File: src/design/acr_pkg.sv
package acr_pkg;

  // Byte and window geometry
  localparam int BYTE_W   = 8;
  localparam int WIN_KEEP = 9;
  localparam int SEEN_W   = $clog2(WIN_KEEP + 1);

  // Frame header constants
  localparam logic [BYTE_W-1:0] SYNC_FIRST  = 8'hB5;
  localparam logic [BYTE_W-1:0] SYNC_SECOND = 8'h62;
  localparam logic [BYTE_W-1:0] ACK_CLASS   = 8'h05;
  localparam logic [BYTE_W-1:0] ID_ACK      = 8'h01;
  localparam logic [BYTE_W-1:0] ID_NACK     = 8'h00;

  // Window positions, oldest byte at position 0
  localparam int POS_ID     = 3;
  localparam int POS_CLASS  = 6;
  localparam int POS_MSG_ID = 7;

  // Positions that take part in the frame compare
  localparam logic [WIN_KEEP-1:0] CARE_MASK = 9'b011000111;

  // Fixed compare keys; class and message id positions come from registers
  localparam logic [BYTE_W-1:0] FIXED_KEY [WIN_KEEP] = '{
    SYNC_FIRST, SYNC_SECOND, ACK_CLASS, 8'h00, 8'h00, 8'h00, 8'h00, 8'h00, 8'h00
  };

  // Configuration port
  localparam int CFG_INDEX_W = 1;
  localparam int CFG_DATA_W  = 8;
  localparam logic [CFG_INDEX_W-1:0] CFG_CLASS = 1'd0;
  localparam logic [CFG_INDEX_W-1:0] CFG_ID    = 1'd1;

  localparam logic [BYTE_W-1:0] CLASS_RESET = 8'h06;
  localparam logic [BYTE_W-1:0] ID_RESET    = 8'h00;

  // Verdict codes
  localparam int VERDICT_W = 2;
  localparam logic [VERDICT_W-1:0] VERDICT_ACK  = 2'd0;
  localparam logic [VERDICT_W-1:0] VERDICT_NACK = 2'd1;
  localparam logic [VERDICT_W-1:0] VERDICT_NONE = 2'd2;
  localparam logic [VERDICT_W-1:0] VERDICT_BAD  = 2'd3;

endpackage

File: src/design/acr_ifs.sv
interface acr_in_if;
  logic                        valid;
  logic                        ready;
  logic [acr_pkg::BYTE_W-1:0]  data_byte;
  logic                        last_byte;

  modport source(output valid, output data_byte, output last_byte, input ready);
  modport sink(input valid, input data_byte, input last_byte, output ready);
endinterface

interface acr_out_if;
  logic                          valid;
  logic                          ready;
  logic [acr_pkg::VERDICT_W-1:0] verdict;

  modport source(output valid, output verdict, input ready);
  modport sink(input valid, input verdict, output ready);
endinterface

File: src/design/acr_cell.sv
module acr_cell (
  input  logic                       clk,
  input  logic                       advance,
  input  logic [acr_pkg::BYTE_W-1:0] shift_in,
  input  logic [acr_pkg::BYTE_W-1:0] key,
  input  logic                       care,
  output logic [acr_pkg::BYTE_W-1:0] held,
  output logic                       hit
);

  // Take the neighbor's byte on every transfer
  always_ff @(posedge clk) begin
    if (advance) begin
      held <= shift_in;
    end
  end

  // Compare against this position's key, or pass when the position is ignored
  assign hit = !care || (held == key);

endmodule

File: src/design/ack_response_scanner_top.sv
// Output: the verdict is registered into the output register, or the skid slot if stalled.
// Throughput: one byte per cycle while the skid slot is empty; the window is a nine-cell
// shift chain whose held bytes are compared in parallel, and input waits while skid is full.
// Two verdict slots (output register and skid) keep input ready while a verdict waits.
// Reset: synchronous, active high; clears byte count, decision and output slots, and
// loads expected class 6 and expected id 0. Window bytes are not reset.
module ack_response_scanner_top (
  input  logic                            clk,
  input  logic                            rst,
  acr_in_if.sink                          byte_stream,
  acr_out_if.source                       result,
  input  logic                            cfg_we,
  input  logic [acr_pkg::CFG_INDEX_W-1:0] cfg_index,
  input  logic [acr_pkg::CFG_DATA_W-1:0]  cfg_data
);

  localparam int WK = acr_pkg::WIN_KEEP;
  localparam int BW = acr_pkg::BYTE_W;

  logic [BW-1:0] expected_class;
  logic [BW-1:0] expected_id;

  logic [BW-1:0] cell_byte [WK];
  logic [BW-1:0] chain_in  [WK];
  logic [BW-1:0] cell_key  [WK];
  logic [WK-1:0] cell_hit;

  logic [acr_pkg::SEEN_W-1:0] bytes_seen;
  logic                       decided;
  logic                       decided_nack;
  logic                       decided_next;
  logic                       decided_nack_next;

  logic                            out_valid;
  logic [acr_pkg::VERDICT_W-1:0]   out_verdict;
  logic                            skid_valid;
  logic [acr_pkg::VERDICT_W-1:0]   skid_verdict;
  logic [acr_pkg::VERDICT_W-1:0]   new_verdict;

  logic in_xfer;
  logic last_xfer;
  logic out_free;
  logic examine_en;
  logic frame_hit;
  logic hit_ack;
  logic hit_nack;

  // Accept input whenever the skid slot is free
  assign byte_stream.ready = !skid_valid;
  assign in_xfer           = byte_stream.valid && byte_stream.ready;
  assign last_xfer         = in_xfer && byte_stream.last_byte;

  // Hold the expected class and message id
  always_ff @(posedge clk) begin
    if (rst) begin
      expected_class <= acr_pkg::CLASS_RESET;
      expected_id    <= acr_pkg::ID_RESET;
    end else if (cfg_we) begin
      unique case (cfg_index)
        acr_pkg::CFG_CLASS: expected_class <= cfg_data;
        acr_pkg::CFG_ID:    expected_id    <= cfg_data;
        default: ;
      endcase
    end
  end

  // Build the compare keys for each window position
  always_comb begin
    for (int i = 0; i < WK; i++) begin
      cell_key[i] = acr_pkg::FIXED_KEY[i];
    end
    cell_key[acr_pkg::POS_CLASS]  = expected_class;
    cell_key[acr_pkg::POS_MSG_ID] = expected_id;
  end

  // Window chain: the newest byte enters the top cell and moves toward position 0
  for (genvar i = 0; i < WK; i++) begin : g_cell
    if (i == WK - 1) begin : g_head
      assign chain_in[i] = byte_stream.data_byte;
    end else begin : g_link
      assign chain_in[i] = cell_byte[i+1];
    end

    acr_cell u_cell (
      .clk      (clk),
      .advance  (in_xfer),
      .shift_in (chain_in[i]),
      .key      (cell_key[i]),
      .care     (acr_pkg::CARE_MASK[i]),
      .held     (cell_byte[i]),
      .hit      (cell_hit[i])
    );
  end

  // Examine the held window as a further byte arrives, once nine bytes are held
  assign examine_en = !decided && (bytes_seen >= acr_pkg::SEEN_W'(WK));
  assign frame_hit  = examine_en && (&cell_hit);
  assign hit_ack    = frame_hit && (cell_byte[acr_pkg::POS_ID] == acr_pkg::ID_ACK);
  assign hit_nack   = frame_hit && (cell_byte[acr_pkg::POS_ID] == acr_pkg::ID_NACK);

  assign decided_next      = decided || hit_ack || hit_nack;
  assign decided_nack_next = decided ? decided_nack : hit_nack;

  always_comb begin
    if (!decided_next) begin
      new_verdict = acr_pkg::VERDICT_NONE;
    end else if (decided_nack_next) begin
      new_verdict = acr_pkg::VERDICT_NACK;
    end else begin
      new_verdict = acr_pkg::VERDICT_ACK;
    end
  end

  // Advance count and decision; clear both at the end of a stream.
  // Window bytes need no clear: a compare waits for nine fresh bytes.
  always_ff @(posedge clk) begin
    if (rst) begin
      bytes_seen   <= '0;
      decided      <= 1'b0;
      decided_nack <= 1'b0;
    end else if (last_xfer) begin
      bytes_seen   <= '0;
      decided      <= 1'b0;
      decided_nack <= 1'b0;
    end else if (in_xfer) begin
      if (bytes_seen < acr_pkg::SEEN_W'(WK)) begin
        bytes_seen <= bytes_seen + 1'b1;
      end
      decided      <= decided_next;
      decided_nack <= decided_nack_next;
    end
  end

  // Output register with one skid slot behind it
  assign out_free = !out_valid || result.ready;

  always_ff @(posedge clk) begin
    if (rst) begin
      out_valid  <= 1'b0;
      skid_valid <= 1'b0;
    end else if (out_free) begin
      if (skid_valid) begin
        out_valid  <= 1'b1;
        skid_valid <= 1'b0;
      end else begin
        out_valid <= last_xfer;
      end
    end else if (last_xfer) begin
      skid_valid <= 1'b1;
    end
  end

  always_ff @(posedge clk) begin
    if (out_free) begin
      out_verdict <= skid_valid ? skid_verdict : new_verdict;
    end else if (last_xfer) begin
      skid_verdict <= new_verdict;
    end
  end

  assign result.valid   = out_valid;
  assign result.verdict = out_verdict;

  // The skid slot only fills behind a waiting verdict
  a_skid_behind_out: assert property (@(posedge clk) disable iff (rst)
    skid_valid |-> out_valid)
    else $error("skid slot holds a verdict while the output slot is empty");

  // A delivered verdict is never the unused code
  a_verdict_code: assert property (@(posedge clk) disable iff (rst)
    out_valid |-> (out_verdict != acr_pkg::VERDICT_BAD))
    else $error("unused verdict code presented");

  // The end of a stream clears count and decision
  a_stream_clear: assert property (@(posedge clk) disable iff (rst)
    last_xfer |=> (bytes_seen == '0) && !decided)
    else $error("stream state not cleared after final byte");

  // The end of a stream always produces a verdict
  a_verdict_follows: assert property (@(posedge clk) disable iff (rst)
    last_xfer |=> out_valid)
    else $error("no verdict after final byte");

endmodule
File: src/flat_wrapper.sv
// flat-port wrapper written by rule: the top's interface ports become plain ports
module ack_response_scanner_top_flat 
  (clk, rst, cfg_we, cfg_index, cfg_data, byte_stream_valid, byte_stream_data_byte, byte_stream_last_byte, byte_stream_ready, result_valid, result_verdict, result_ready);
  acr_in_if byte_stream_i ();
  acr_out_if result_i ();
  input  logic clk;
  input  logic rst;
  input  logic cfg_we;
  input  logic [acr_pkg::CFG_INDEX_W-1:0] cfg_index;
  input  logic [acr_pkg::CFG_DATA_W-1:0] cfg_data;
  input wire logic [$bits(byte_stream_i.valid)-1:0] byte_stream_valid;
  input wire logic [$bits(byte_stream_i.data_byte)-1:0] byte_stream_data_byte;
  input wire logic [$bits(byte_stream_i.last_byte)-1:0] byte_stream_last_byte;
  output wire logic [$bits(byte_stream_i.ready)-1:0] byte_stream_ready;
  output wire logic [$bits(result_i.valid)-1:0] result_valid;
  output wire logic [$bits(result_i.verdict)-1:0] result_verdict;
  input wire logic [$bits(result_i.ready)-1:0] result_ready;
  assign byte_stream_i.valid = byte_stream_valid;
  assign byte_stream_i.data_byte = byte_stream_data_byte;
  assign byte_stream_i.last_byte = byte_stream_last_byte;
  assign byte_stream_ready = byte_stream_i.ready;
  assign result_valid = result_i.valid;
  assign result_verdict = result_i.verdict;
  assign result_i.ready = result_ready;
  ack_response_scanner_top u_core (.clk(clk), .rst(rst), .byte_stream(byte_stream_i), .result(result_i), .cfg_we(cfg_we), .cfg_index(cfg_index), .cfg_data(cfg_data));
endmodule
File: config.mk
export PLATFORM = sky130hd
export DESIGN_NAME = ack_response_scanner_top_flat
export DESIGN_NICKNAME = d
export VERILOG_FILES = /design/src/design/acr_pkg.sv /design/src/design/acr_ifs.sv /design/src/design/acr_cell.sv /design/src/design/ack_response_scanner_top.sv /design/src/flat_wrapper.sv
export SDC_FILE = /design/constraint.sdc
export NUM_CORES = 1
export LEC_CHECK = 0
export ABC_AREA = 0
export ABC_CLOCK_PERIOD_IN_PS = 4100
export BUFFER_PORTS_ARGS = -buffer_cell sky130_fd_sc_hd__buf_2
export CAP_MARGIN = 20
export CORE_AREA = 8 8 87 89
export CTS_BUF_LIST = sky130_fd_sc_hd__clkbuf_4
export DETAILED_ROUTE_END_ITERATION = 6
export DIE_AREA = 0 0 95 97
export PLACE_DENSITY_LB_ADDON = 0.12
export SKIP_LAST_GASP = 1
export SYNTH_ARGS = -nofsm -noshare
export SYNTH_HDL_FRONTEND = slang
export SYNTH_SLANG_ARGS = --single-unit
File: constraint.sdc
create_clock -name clk -period 4.1 [get_ports clk]
set_clock_uncertainty 0.05 [all_clocks]
set_input_delay 0.82 -clock clk [delete_from_list [all_inputs] [get_ports clk]]
set_output_delay 0.82 -clock clk [all_outputs]
set_load 0.005 [all_outputs]
==> results.json <==
{
  "layout.nets": 296,
  "slowest_stage": "or4_1",
  "p_switching_uw": 407,
  "timing.max_cap.violations": 0,
  "routabilityCongestion": 0.796,
  "cpLargestDelayFamily": "simple AND/OR/NAND/NOR gates",
  "postCtsSetupRepairBufs": 0,
  "p_int_uw": 1320,
  "synth_compound_gate_area_share_pct": 4.66,
  "synthXorXnorAreaFrac_pct": 4.35,
  "h-tree-depth": 3,
  "fill_cells": 478,
  "yosysSeqAreaShare_pct": 76.3,
  "max_freq_mhz": 460,
  "wl_um": 5770,
  "grt_overflow": 0,
  "die_area_um2": 9220,
  "critical_path_required_ns": 4.24,
  "postCtsHoldBufs": 0,
  "p_seq_share_pct": 68.0,
  "reg2regPathDepth": 4,
  "p_comb_share_pct": 5.0,
  "mostFrequentLayoutCells": "edfxtp_1, nand2_1, buf_2",
  "r2r-start": "u_core.g_cell[3].u_cell.held[4]",
  "drv_slew": 0,
  "synth_nets": 266,
  "hp-class": "flip-flop to flip-flop",
  "synthMuxAreaShare_pct": 0.587,
  "setup_violations": 0,
  "power_leakage_uw": 0.00136,
  "synth_cell_types": 36,
  "ff2ff_setup_slack_ns": 1.93,
  "clock-sinks": 100,
  "switching_share_pct": 23.6,
  "min_path_cells": 0,
  "status": "complete, no violations",
  "cts_tree": "done",
  "finalCritPeriodShare_pct": 53.0,
  "hold_path_end": "u_core.g_cell[3].u_cell.held[2]",
  "irDropWorstVdd_mv": 0.252,
  "min_period_ns": 2.17,
  "layout-drive-gt1-share_pct": 17.5,
  "coreArea_um2": 6200,
  "path_buf_inv": 0,
  "synthesis.area_um2": 3620,
  "r2r_end": "u_core.result.verdict[1]",
  "synthAdderAreaFrac_pct": 1.04,
  "grt_start_max_net_pins": 53,
  "path_class": "flip-flop to flip-flop",
  "io_buffer_count": 26,
  "clockBufferDepth": 2,
  "first_iter_violations": 102,
  "path_cells": "nor4b_1, nand4_1, or4_1, o41a_1",
  "hold_viol_final": 0,
  "synth_top_family_by_area": "simple AND/OR/NAND/NOR gates",
  "cts.reportedPaths.clkPinSlew_ns": 0.14,
  "synthSimpleGateAreaFrac_pct": 11.6,
  "rsz0062_at_grt": "false",
  "slowest_delay_ns": 0.53,
  "postSynthCellCount": 240,
  "fp.dieH_um": 97,
  "max_slew_margin_pct": 57.6,
  "placed_area_um2": 3840,
  "grt_antenna_before_repair": 0,
  "dr.pass1.iters": 4,
  "dp_hpwl_um": 4030,
  "grt_pass1_vias": 1978,
  "worst_setup_path_end_kind": "flip-flop",
  "grt_pass1_wl_um": 9360,
  "grt.total_usage_pct": 13.4,
  "syn2layout_area_growth_pct": 9.36,
  "cts.repair.resized": 0,
  "numCtsBuffers": 9,
  "tns_ns": 0,
  "min_from": "u_core.g_cell[4].u_cell.held[2]",
  "start_util_pct": 58.4,
  "final_area_um2": 3960,
  "avgSynthCellArea_um2": 15.1,
  "routed_via_density": 5.43,
  "clock_latency_ns": 0.45,
  "cts-root-buf": "clkbuf_4",
  "ant_nets": 0,
  "synth-seq-cells": 100,
  "p_per_area_nw_per_um2": 435,
  "vias": 1911,
  "pwr-share-clk_pct": 26.9,
  "worstMarginPinSlew_ns": 0.630,
  "fp.dieW_um": 95,
  "yosysWarnings": 0,
  "path_max_fanout": 6,
  "final_common_cell": "edfxtp_1",
  "n_antenna_cell": 0,
  "crit_arrival_ns": 2.32,
  "ios": 27,
  "wire_per_inst_um": 16.4,
  "cp-start-kind": "flip-flop",
  "rows": 29,
  "drc": 0
}
==> cells by family after synthesis <==
| kind of cell | Yosys count |
|---|---|
| DFF | 100 |
| buffers and inverters | 14 |
| xor gates and xnor gates | 18 |
| and+or+nand+nor | 75 |
| muxes | 2 |
| AOI/OAI and AO/OA | 28 |
| adders and majority gates | 3 |
==> final cells by class <==
cell class | instances | area (µm²) | share of cell area, %
tap | 77 | 96.3 | 2.43
timing repair buffer | 27 | 150 | 3.79
clock inverter | 7 | 56.3 | 1.42
sequential | 100 | 2760 | 69.8
multi-input combinational | 126 | 805 | 20.3
clock buffer | 9 | 67.6 | 1.71
inverter | 6 | 22.5 | 0.569
==> registers in the layout, indices dropped and copies added (netlist names) <==
| name | count |
|---|---|
| u_core.g_cell.u_cell.held | 72 |
| u_core.expected_class | 8 |
| u_core.expected_id | 8 |
| u_core.bytes_seen | 4 |
| u_core.result.verdict | 2 |
| u_core.skid_verdict | 2 |
| u_core.decided | 1 |
| u_core.decided_nack | 1 |
| u_core.result.valid | 1 |
| u_core.skid_valid | 1 |
==> stage by stage <==
| step | util [%] | std cells | total power [µW] | setup slack [ns] | hold WS (ns) |
|---|---|---|---|---|---|
| 2_1_floorplan | - | 240 | 1250 | 1.01 | 0.350 |
| 3_3_place_gp | 61.8 | 336 | 1280 | 1.93 | 0.351 |
| 3_5_place_dp | 61.8 | 336 | 1280 | 1.90 | 0.355 |
| 4_1_cts | 63.8 | 352 | 1740 | 1.93 | 0.387 |
| 5_1_grt | 63.8 | 352 | 1790 | 1.84 | 0.385 |
| 6_report | 63.8 | 352 | 1720 | 1.93 | 0.387 |
==> layer usage <==
metal,global-route usage (%),wire length [µm],vias up
li1,-,-,949
met1,16.1,2620,918
met2,20.9,2870,37
met3,5.18,207,7
met4,5.41,76,0
met5,0,0,-
==> power by group through the flow <==
stage | logic, µW | registers, µW | clock network, µW
after global routing | 96.8 | 1180 | 519
after floorplan | 56.4 | 1190 | 0
after global placement | 86.8 | 1190 | 0
final | 87.0 | 1170 | 464
after detailed placement | 87.9 | 1200 | 0
after CTS | 88.0 | 1170 | 481
==> worst reg2reg max path, cell delays in order (launching register included) <==
cell      delay (ns)
edfxtp_1        0.46
nor4b_1         0.40
nand4_1         0.14
or4_1           0.53
o41a_1          0.36
==> cell usage after synthesis <==
| cell type | instances | area (µm²) |
|---|---|---|
| clkbuf_1 | 7 | 26.3 |
| nor2_1 | 8 | 30.0 |
| or4_1 | 1 | 7.51 |
| a211oi_1 | 1 | 7.51 |
| nor4b_1 | 3 | 26.3 |
| nand4_1 | 7 | 43.8 |
| buf_2 | 1 | 5.00 |
| inv_1 | 6 | 22.5 |
| nor4_1 | 2 | 12.5 |
| and3_1 | 1 | 6.26 |
| mux2i_1 | 1 | 10.0 |
| nor2b_1 | 2 | 12.5 |
| o2111a_1 | 1 | 11.3 |
| nand2_1 | 29 | 109 |
| o21ai_0 | 3 | 15.0 |
| nand2b_1 | 5 | 31.3 |
| a21oi_1 | 18 | 90.1 |
| edfxtp_1 | 76 | 2280 |
| and4bb_2 | 1 | 12.5 |
| and4bb_1 | 1 | 12.5 |
| xor2_1 | 4 | 35.0 |
| mux2_2 | 1 | 11.3 |
| nor4b_4 | 1 | 23.8 |
| nor4b_2 | 1 | 15.0 |
| a41oi_1 | 1 | 8.76 |
| dfxtp_1 | 24 | 480 |
| o22ai_1 | 1 | 6.26 |
| nand3_1 | 8 | 40.0 |
| o41a_1 | 1 | 11.3 |
| and4_1 | 1 | 8.76 |
| o41ai_1 | 1 | 8.76 |
| ha_1 | 3 | 37.5 |
| o31a_2 | 1 | 10.0 |
| nand3b_1 | 3 | 22.5 |
| nor3_1 | 1 | 5.00 |
| xnor2_1 | 14 | 123 |
==> worst max-delay path by stage <==
stage	endpoint	from	depth (start not counted)
detailed placement	u_core.g_cell[4].u_cell.held[6]	byte_stream_valid	4
CTS	u_core.result.verdict[1]	u_core.g_cell[3].u_cell.held[4]	4
global placement	u_core.g_cell[3].u_cell.held[4]	byte_stream_valid	4
finish	u_core.result.verdict[1]	u_core.g_cell[3].u_cell.held[4]	4
global route	u_core.result.verdict[1]	u_core.g_cell[2].u_cell.held[5]	4
floorplan	u_core.skid_verdict[0]	byte_stream_valid	4
(Power assumes the default switching activity.)
